`src/hdl/nccc_pkg.sv`:
```
// ----------------------------------------------------------------------------
// nccc_pkg
// Shared sizes, types and helpers of the nearest-centroid confusion counter.
// ----------------------------------------------------------------------------
package nccc_pkg;

    localparam int NUM_CENTRES    = 6;
    localparam int SAMPLE_BITS    = 12;
    localparam int COUNT_BITS     = 16;
    localparam int IDX_BITS       = 3;
    localparam int SQ_BITS        = 2 * SAMPLE_BITS;
    localparam int DIST_BITS      = SQ_BITS + 2;
    localparam int CELL_COUNT     = NUM_CENTRES * NUM_CENTRES;
    localparam int CELL_ADDR_BITS = $clog2(CELL_COUNT);
    localparam int CENTRE_ADDR_BITS = $clog2(NUM_CENTRES);

    localparam logic [CENTRE_ADDR_BITS-1:0] LAST_CENTRE =
        CENTRE_ADDR_BITS'(NUM_CENTRES - 1);
    localparam logic [COUNT_BITS-1:0] COUNT_MAX = '1;

    localparam logic [1:0] OP_LOAD     = 2'd0;
    localparam logic [1:0] OP_CLASSIFY = 2'd1;
    localparam logic [1:0] OP_READ     = 2'd2;
    localparam logic [1:0] OP_CLEAR    = 2'd3;

    typedef struct packed {
        logic [SAMPLE_BITS-1:0] z;
        logic [SAMPLE_BITS-1:0] y;
        logic [SAMPLE_BITS-1:0] x;
    } t_point;

    typedef struct packed {
        logic                   valid;
        logic [CENTRE_ADDR_BITS-1:0] index;
    } t_dist_ctl;

    typedef struct packed {
        logic                      clr;
        logic                      rd;
        logic                      wr;
        logic [CELL_ADDR_BITS-1:0] rd_addr;
        logic [CELL_ADDR_BITS-1:0] wr_addr;
    } t_cnt_cmd;

    function automatic logic [CELL_ADDR_BITS-1:0] cell_addr(
        input logic [IDX_BITS-1:0] row,
        input logic [IDX_BITS-1:0] col
    );
        logic [CELL_ADDR_BITS-1:0] r;
        r = CELL_ADDR_BITS'(row);
        return CELL_ADDR_BITS'(r * CELL_ADDR_BITS'(NUM_CENTRES)) + CELL_ADDR_BITS'(col);
    endfunction

endpackage

```
`src/hdl/nccc_centre_mem.sv`:
```
// ----------------------------------------------------------------------------
// nccc_centre_mem
// Centre point store: one write port, one registered read port, per-entry
// valid bits so that unwritten entries read as zero after reset.
// ----------------------------------------------------------------------------
module nccc_centre_mem
    import nccc_pkg::*;
(
    input  logic                        i_clk,
    input  logic                        i_rst_n,
    input  logic                        i_wr_en,
    input  logic [CENTRE_ADDR_BITS-1:0] i_wr_addr,
    input  t_point                      i_wr_data,
    input  logic                        i_rd_en,
    input  logic [CENTRE_ADDR_BITS-1:0] i_rd_addr,
    output t_point                      o_rd_data
);

    t_point                 r_mem [NUM_CENTRES];
    logic [NUM_CENTRES-1:0] r_vld;
    t_point                 r_rd_data;

    always_ff @(posedge i_clk) begin
        if (!i_rst_n) begin
            r_vld <= '0;
        end else if (i_wr_en) begin
            r_vld[i_wr_addr] <= 1'b1;
        end
    end

    always_ff @(posedge i_clk) begin
        if (i_wr_en) begin
            r_mem[i_wr_addr] <= i_wr_data;
        end
        if (i_rd_en) begin
            r_rd_data <= r_vld[i_rd_addr] ? r_mem[i_rd_addr] : '0;
        end
    end

    assign o_rd_data = r_rd_data;

endmodule

```
`src/hdl/nccc_count_mem.sv`:
```
// ----------------------------------------------------------------------------
// nccc_count_mem
// Confusion count store: one write port, one registered read port. Valid
// bits give zero for cells not written since reset or the last clear.
// ----------------------------------------------------------------------------
module nccc_count_mem
    import nccc_pkg::*;
(
    input  logic                  i_clk,
    input  logic                  i_rst_n,
    input  t_cnt_cmd              i_cmd,
    input  logic [COUNT_BITS-1:0] i_wr_data,
    output logic [COUNT_BITS-1:0] o_rd_data
);

    logic [COUNT_BITS-1:0] r_mem [CELL_COUNT];
    logic [CELL_COUNT-1:0] r_vld;
    logic [COUNT_BITS-1:0] r_rd_data;

    always_ff @(posedge i_clk) begin
        if (!i_rst_n) begin
            r_vld <= '0;
        end else if (i_cmd.clr) begin
            r_vld <= '0;
        end else if (i_cmd.wr) begin
            r_vld[i_cmd.wr_addr] <= 1'b1;
        end
    end

    always_ff @(posedge i_clk) begin
        if (i_cmd.wr) begin
            r_mem[i_cmd.wr_addr] <= i_wr_data;
        end
        if (i_cmd.rd) begin
            r_rd_data <= r_vld[i_cmd.rd_addr] ? r_mem[i_cmd.rd_addr] : '0;
        end
    end

    assign o_rd_data = r_rd_data;

endmodule

```
`src/hdl/nccc_dist_unit.sv`:
```
// ----------------------------------------------------------------------------
// nccc_dist_unit
// Two-stage squared distance pipe with a running minimum. Squares are
// registered, then summed and compared; the lowest index wins a tie.
// ----------------------------------------------------------------------------
module nccc_dist_unit
    import nccc_pkg::*;
(
    input  logic                        i_clk,
    input  logic                        i_rst_n,
    input  t_point                      i_sample,
    input  t_point                      i_centre,
    input  t_dist_ctl                   i_ctl,
    output logic [DIST_BITS-1:0]        o_best,
    output logic [CENTRE_ADDR_BITS-1:0] o_win,
    output logic                        o_done
);

    logic [SAMPLE_BITS-1:0]      dx, dy, dz;
    logic [SQ_BITS-1:0]          r_sq_x, r_sq_y, r_sq_z;
    t_dist_ctl                   r_s1;
    logic [DIST_BITS-1:0]        sum;
    logic [DIST_BITS-1:0]        r_best;
    logic [CENTRE_ADDR_BITS-1:0] r_win;
    logic                        r_done;

    always_comb begin
        dx = (i_sample.x >= i_centre.x) ? i_sample.x - i_centre.x : i_centre.x - i_sample.x;
        dy = (i_sample.y >= i_centre.y) ? i_sample.y - i_centre.y : i_centre.y - i_sample.y;
        dz = (i_sample.z >= i_centre.z) ? i_sample.z - i_centre.z : i_centre.z - i_sample.z;
        sum = DIST_BITS'(r_sq_x) + DIST_BITS'(r_sq_y) + DIST_BITS'(r_sq_z);
    end

    always_ff @(posedge i_clk) begin
        if (!i_rst_n) begin
            r_s1.valid <= 1'b0;
            r_done     <= 1'b0;
        end else begin
            r_s1.valid <= i_ctl.valid;
            r_done     <= r_s1.valid && (r_s1.index == LAST_CENTRE);
        end
    end

    always_ff @(posedge i_clk) begin
        r_s1.index <= i_ctl.index;
        r_sq_x     <= SQ_BITS'(dx) * SQ_BITS'(dx);
        r_sq_y     <= SQ_BITS'(dy) * SQ_BITS'(dy);
        r_sq_z     <= SQ_BITS'(dz) * SQ_BITS'(dz);
        if (r_s1.valid && ((r_s1.index == '0) || (sum < r_best))) begin
            r_best <= sum;
            r_win  <= r_s1.index;
        end
    end

    assign o_best = r_best;
    assign o_win  = r_win;
    assign o_done = r_done;

endmodule

```
`src/hdl/nearest_centroid_confusion_counter_top.sv`:
```
// ----------------------------------------------------------------------------
// nearest_centroid_confusion_counter_top
// Nearest-centroid classifier over x, y, z with a confusion count matrix.
// ----------------------------------------------------------------------------
// One transfer in gives one transfer out. A load or a clear goes from the
// input transfer straight into the output register; a read passes through the
// registered read of the count memory first. A classify walks the centre
// memory at one entry per cycle, passes its registered read port and the
// two-stage distance pipe, does the read-modify-write of the count memory and
// goes into the output register. A new input is taken only from the cycle in
// which the previous result appears, while that result may still be waiting;
// a result still held in the output register stalls the next item in its last
// step. Both stores are cleared at reset through valid bits, so the block is
// ready in the first cycle.
module nearest_centroid_confusion_counter_top
    import nccc_pkg::*;
(
    input  logic        i_clk,
    input  logic        i_rst_n,
    input  logic        i_s_axis_tvalid,
    output logic        o_s_axis_tready,
    // row_index[2:0], column_index[5:3], coord_x[17:6], coord_y[29:18],
    // coord_z[41:30], count_enable[42], zero[47:43]
    input  logic [47:0] i_s_axis_tdata,
    // opcode[1:0]
    input  logic [1:0]  i_s_axis_tuser,
    output logic        o_m_axis_tvalid,
    input  logic        i_m_axis_tready,
    // winner_index[2:0], min_distance[28:3], count_value[44:29], zero[47:45]
    output logic [47:0] o_m_axis_tdata
);

    localparam logic [2:0] S_IDLE  = 3'd0;
    localparam logic [2:0] S_READ  = 3'd1;
    localparam logic [2:0] S_SCAN  = 3'd2;
    localparam logic [2:0] S_DRAIN = 3'd3;
    localparam logic [2:0] S_UPD   = 3'd4;
    localparam logic [2:0] S_OUT   = 3'd5;

    typedef struct packed {
        logic                   count_enable;
        logic [SAMPLE_BITS-1:0] z;
        logic [SAMPLE_BITS-1:0] y;
        logic [SAMPLE_BITS-1:0] x;
        logic [IDX_BITS-1:0]    col;
        logic [IDX_BITS-1:0]    row;
    } t_in_fields;

    localparam int IN_FIELD_BITS = $bits(t_in_fields);

    logic [2:0]                  r_state, n_state;
    t_in_fields                  in_f;
    logic                        in_acc;
    logic                        in_row_ok, in_col_ok;
    logic [1:0]                  in_op;

    t_point                      r_sample;
    logic                        r_row_ok;
    logic                        r_rd_ok;
    logic                        r_en;
    logic [IDX_BITS-1:0]         r_row;
    logic [CENTRE_ADDR_BITS-1:0] r_idx;
    logic [CELL_ADDR_BITS-1:0]   r_caddr;
    t_dist_ctl                   r_dctl;

    logic [IDX_BITS-1:0]         r_res_win;
    logic [DIST_BITS-1:0]        r_res_dist;
    logic [COUNT_BITS-1:0]       r_res_cnt;
    logic                        r_m_valid;
    logic [47:0]                 r_m_data;

    t_point                      ctr_rd_data;
    logic                        ctr_wr;
    logic                        ctr_rd;
    t_cnt_cmd                    cnt_cmd;
    logic [COUNT_BITS-1:0]       cnt_rd_data;
    logic [COUNT_BITS-1:0]       cnt_new;
    logic [DIST_BITS-1:0]        d_best;
    logic [CENTRE_ADDR_BITS-1:0] d_win;
    logic                        d_done;
    logic                        out_free;

    assign o_s_axis_tready = (r_state == S_IDLE);
    assign in_acc    = i_s_axis_tvalid && (r_state == S_IDLE);
    assign in_f      = t_in_fields'(i_s_axis_tdata[IN_FIELD_BITS-1:0]);
    assign in_op     = i_s_axis_tuser;
    assign in_row_ok = (int'(in_f.row) < NUM_CENTRES);
    assign in_col_ok = (int'(in_f.col) < NUM_CENTRES);
    assign out_free  = !r_m_valid || i_m_axis_tready;
    assign cnt_new   = (r_en && (cnt_rd_data != COUNT_MAX)) ? cnt_rd_data + 1'b1
                                                            : cnt_rd_data;

    always_comb begin
        ctr_wr          = in_acc && (in_op == OP_LOAD) && in_row_ok;
        ctr_rd          = (r_state == S_SCAN);
        cnt_cmd.clr     = in_acc && (in_op == OP_CLEAR);
        cnt_cmd.rd      = 1'b0;
        cnt_cmd.rd_addr = cell_addr(in_f.row, in_f.col);
        cnt_cmd.wr      = (r_state == S_UPD) && r_row_ok && r_en;
        cnt_cmd.wr_addr = r_caddr;
        if (in_acc && (in_op == OP_READ)) begin
            cnt_cmd.rd = in_row_ok && in_col_ok;
        end else if (r_state == S_DRAIN) begin
            cnt_cmd.rd      = d_done && r_row_ok;
            cnt_cmd.rd_addr = cell_addr(r_row, IDX_BITS'(d_win));
        end
    end

    always_comb begin
        n_state = r_state;
        unique case (r_state)
            S_IDLE: begin
                if (in_acc) begin
                    unique case (in_op)
                        OP_CLASSIFY: n_state = S_SCAN;
                        OP_READ:     n_state = S_READ;
                        default:     n_state = S_OUT;
                    endcase
                end
            end
            S_READ:  n_state = S_OUT;
            S_SCAN:  n_state = (r_idx == LAST_CENTRE) ? S_DRAIN : S_SCAN;
            S_DRAIN: n_state = d_done ? S_UPD : S_DRAIN;
            S_UPD:   n_state = S_OUT;
            S_OUT:   n_state = out_free ? S_IDLE : S_OUT;
            default: n_state = S_IDLE;
        endcase
    end

    always_ff @(posedge i_clk) begin
        if (!i_rst_n) begin
            r_state      <= S_IDLE;
            r_dctl.valid <= 1'b0;
            r_m_valid    <= 1'b0;
        end else begin
            r_state      <= n_state;
            r_dctl.valid <= ctr_rd;
            if ((r_state == S_OUT) && out_free) begin
                r_m_valid <= 1'b1;
            end else if (i_m_axis_tready) begin
                r_m_valid <= 1'b0;
            end
        end
    end

    always_ff @(posedge i_clk) begin
        r_dctl.index <= r_idx;
        if (in_acc) begin
            r_sample   <= t_point'{z: in_f.z, y: in_f.y, x: in_f.x};
            r_row      <= in_f.row;
            r_row_ok   <= in_row_ok;
            r_rd_ok    <= in_row_ok && in_col_ok;
            r_en       <= in_f.count_enable;
            r_idx      <= '0;
            r_res_win  <= '0;
            r_res_dist <= '0;
            r_res_cnt  <= '0;
        end
        if (r_state == S_SCAN) begin
            r_idx <= r_idx + 1'b1;
        end
        if (r_state == S_READ) begin
            r_res_cnt <= r_rd_ok ? cnt_rd_data : '0;
        end
        if ((r_state == S_DRAIN) && d_done) begin
            r_res_win  <= IDX_BITS'(d_win);
            r_res_dist <= d_best;
            r_caddr    <= cell_addr(r_row, IDX_BITS'(d_win));
        end
        if (r_state == S_UPD) begin
            r_res_cnt <= r_row_ok ? cnt_new : '0;
        end
        if ((r_state == S_OUT) && out_free) begin
            r_m_data <= 48'({r_res_cnt, r_res_dist, r_res_win});
        end
    end

    nccc_centre_mem u_centre_mem (
        .i_clk     (i_clk),
        .i_rst_n   (i_rst_n),
        .i_wr_en   (ctr_wr),
        .i_wr_addr (CENTRE_ADDR_BITS'(in_f.row)),
        .i_wr_data (t_point'{z: in_f.z, y: in_f.y, x: in_f.x}),
        .i_rd_en   (ctr_rd),
        .i_rd_addr (r_idx),
        .o_rd_data (ctr_rd_data)
    );

    nccc_dist_unit u_dist_unit (
        .i_clk    (i_clk),
        .i_rst_n  (i_rst_n),
        .i_sample (r_sample),
        .i_centre (ctr_rd_data),
        .i_ctl    (r_dctl),
        .o_best   (d_best),
        .o_win    (d_win),
        .o_done   (d_done)
    );

    nccc_count_mem u_count_mem (
        .i_clk     (i_clk),
        .i_rst_n   (i_rst_n),
        .i_cmd     (cnt_cmd),
        .i_wr_data (cnt_new),
        .o_rd_data (cnt_rd_data)
    );

    assign o_m_axis_tvalid = r_m_valid;
    assign o_m_axis_tdata  = r_m_data;

endmodule

```
`config.mk`:
```
export PLATFORM = sky130hd
export DESIGN_NAME = nearest_centroid_confusion_counter_top
export DESIGN_NICKNAME = d
export VERILOG_FILES = /design/src/hdl/nccc_pkg.sv /design/src/hdl/nccc_centre_mem.sv /design/src/hdl/nccc_count_mem.sv /design/src/hdl/nccc_dist_unit.sv /design/src/hdl/nearest_centroid_confusion_counter_top.sv
export SDC_FILE = /design/constraint.sdc
export NUM_CORES = 2
export LEC_CHECK = 0
export BUFFER_PORTS_ARGS = -buffer_cell sky130_fd_sc_hd__buf_2
export CAP_MARGIN = 10
export CORE_ASPECT_RATIO = 2
export CORE_MARGIN = 4
export CORE_UTILIZATION = 65
export CTS_BUF_LIST = sky130_fd_sc_hd__clkbuf_4
export CTS_CLUSTER_DIAMETER = 60
export CTS_CLUSTER_SIZE = 10
export DETAILED_ROUTE_END_ITERATION = 12
export PLACE_DENSITY_LB_ADDON = 0.15
export SLEW_MARGIN = 20
export SYNTH_ARGS = -nofsm -noshare
export SYNTH_HDL_FRONTEND = slang
export SYNTH_SLANG_ARGS = --single-unit
```
`constraint.sdc`:
```
create_clock -name i_clk -period 13.9 [get_ports i_clk]
set_clock_uncertainty 0.05 [all_clocks]
set_input_delay 0 -clock i_clk [delete_from_list [all_inputs] [get_ports i_clk]]
set_output_delay 0 -clock i_clk [all_outputs]
set_load 0.03 [all_outputs]
```
==> impl_metrics.tcl <==
set metrics [dict create \
    status "finished, final reports clean" \
    syn_inst 4857 \
    synth_edf_count 1014 \
    rsz0062_at_grt "false" \
    drv_cap 0 \
    post_cts_buffers 0 \
    drt-total-wl_mm 145 \
    relSlewSlack_pct 30.7 \
    antenna_left 0 \
    setup_viol 0 \
    overflow 0 \
    pre_cts_ws_ns 4.70 \
    tightest_slew_ns 1.04 \
    grt_start_max_net_pins 153 \
    die-area_mm2 0.0974 \
    required_ns 14.81 \
    syn-mean-instance-area_um2 12.3 \
    post-route-min-period_ns 9.32 \
    netlist_area_mm2 0.0599 \
    seq_area_mm2 0.0329 \
    dr.first_iter.drc_count 2784 \
    nFillCells 6503 \
    setup_ws_ns 4.58 \
    cpPeakStageDelay_ns 0.78 \
    std_cell_rows 157 \
    layout-drive-gt1-share_pct 10.7 \
    multi_input_area_mm2 0.0244 \
    post-route-period-util_pct 67.0 \
    yosysSeqAreaShare_pct 55.0 \
    hold_path_class "input pin to register" \
    cts.repair.resized 0 \
    vias 38800 \
    ys_types 91 \
    place.gp.congestion 0.966 \
    synth-seq-cells 1138 \
    route.detailed.drc 0 \
    cts_buffer_depth 3 \
    first_pass_iters 6 \
    hold_buffers 93 \
    cts.htree.levels 4 \
    timing.fmax_mhz 107 \
    cp_max_fo 9 \
    synth_ff_type "edfxtp_1" \
    ios 104 \
    tritoncts "yes" \
    grt_usage_pct 29.6 \
    viasPerCell 6.10 \
    endpoint_kind "register" \
    nNetsFinal 5711 \
    grt_pass1_wl_mm 221 \
    antenna_found_initial 7 \
    synthToLayoutAreaGrowth_pct 8.03 \
    finalHoldViolCount 0 \
    slew_violations 0 \
    slowest_stage "xnor2_1" \
    synth_warnings 0 \
    grt_pass1_vias 40600 \
    numCtsBuffers 132 \
    die_h_um 437 \
    fp.coreArea_mm2 0.0915 \
    path_clk_slew_ns 0.13 \
    io_buffers 95 \
    critPathKind "register to register" \
    synthArstFlopShare_pct 0 \
    critPathLaunchType "register" \
    cts_root_buf "clkbuf_4" \
    cts_sinks 1138 \
    detailed_place_hpwl_mm 101 \
    clock_latency_ns 1.07 \
    final.setup.tns_ns 0 \
    die_w_um 223 \
    cp_common_cell "fa_1" \
    initial_utilization_pct 65.5 \
    routedWlPerCell_um 22.8 \
    arrival_ns 10.23 \
]
==> final cells by class <==
class | instances | share of cell area (%)
Sequential cell | 1138 | 50.9
Antenna cell | 9 | 0.0348
Inverter | 527 | 3.06
Clock buffer | 206 | 2.39
Multi-Input combinational cell | 2987 | 37.6
Tap cell | 1192 | 2.30
Timing Repair Buffer | 294 | 3.50
Clock inverter | 10 | 0.201
==> final timing paths <==
kind                           from                        endpoint  slack [ns]  cells after the start
max          r_sample[24]$_DFFE_PP_  u_dist_unit.r_sq_z[23]$_DFF_P_        4.58                     30
min               i_s_axis_tuser[0]         r_state[1]$_SDFFE_PN0P_        0.15                      7
max reg2reg  r_sample[24]$_DFFE_PP_  u_dist_unit.r_sq_z[23]$_DFF_P_        4.58                     30
min reg2reg       r_dctl[1]$_DFF_P_     u_dist_unit.r_s1[1]$_DFF_P_        0.29                      0
==> stage by stage <==
stage	area [um2]	hold slack, ns	cells	utilization, %
2_1_floorplan	59900	0.0489	4859	-
3_3_place_gp	62100	0.190	6045	67.8
3_5_place_dp	62100	0.182	6045	67.8
4_1_cts	64700	0.00819	6354	70.7
5_1_grt	64700	0.0670	6359	70.7
6_report	64700	0.151	6363	70.7
==> per-layer routing <==
metal | track usage, % | share of wire (%) | vias to the layer above
met5 | 0 | 0.0055 | -
met4 | 22.2 | 8.5 | 2
met3 | 3.89 | 4.2 | 479
met2 | 56.1 | 55 | 1195
met1 | 28.7 | 32 | 19300
li1 | - | - | 17800
==> placed cells by master (no fill, tap or decap), drive strengths merged, types with 24 or more instances in the layout <==
cell / n
nor3: 69
nand3: 41
mux4: 37
a21o: 59
edfxtp: 1014
a31oi: 101
nand4: 24
buf: 201
o21ai: 89
inv: 524
nand2: 437
ha: 328
clkbuf: 206
nor2: 331
dlygate4sd3: 93
and2: 179
mux2i: 59
nand2b: 38
nor2b: 33
fa: 249
xor2: 43
xnor2: 110
a211oi: 264
a21oi: 161
dfxtp: 124
o21a: 62
a311oi: 70
==> cell usage after synthesis, drive strengths merged (62+ instances only) <==
library cell	instances	share of area, %
a211oi	264	3.3
a21oi	161	1.4
a311oi	70	1.0
a31oi	101	1.1
and2	179	1.9
buf	71	0.65
clkbuf	136	0.85
dfxtp	124	4.1
edfxtp	1014	51
fa	249	8.3
ha	328	6.8
inv	523	3.3
nand2	437	2.7
nor2	331	2.1
nor3	69	0.58
o21a	62	0.78
o21ai	89	0.74
xnor2	110	1.6
==> critical path, delay by kind of cell (launching register included) <==
| family | cells | cell delay [ns] |
|---|---|---|
| AO/OA/AOI/OAI | 10 | 2.22 |
| XOR/XNOR | 2 | 0.92 |
| adder cells (fa/ha/maj) | 8 | 3.64 |
| buffers and inverters | 6 | 0.89 |
| flip-flops | 1 | 0.38 |
| multiplexers | 1 | 0.17 |
| AND/OR/NAND/NOR | 3 | 0.90 |
==> registers in the layout, indices dropped and copies added, names as in the netlist, 6 cells and up <==
signal	cells
u_centre_mem.r_vld	6
u_centre_mem.r_mem	216
u_count_mem.o_rd_data	16
u_centre_mem.o_rd_data	36
r_res_cnt	16
u_count_mem.r_mem	576
r_sample	36
u_dist_unit.o_best	26
o_m_axis_tdata	45
u_dist_unit.r_sq_x	23
r_caddr	6
u_count_mem.r_vld	36
r_res_dist	26
u_dist_unit.r_sq_y	23
u_dist_unit.r_sq_z	23
==> kinds of logic after synthesis <==
family | synth area share [%]
simple gates | 9.47
mux | 2.68
fa+ha+maj | 15.2
buf+inv | 4.80
compound gates | 10.6
other cells | 0.00626
flops | 55.0
xor+xnor | 2.27
Power is not shown: default switching activity piles up to over one toggle a cycle in this logic, so the estimate is an artifact.
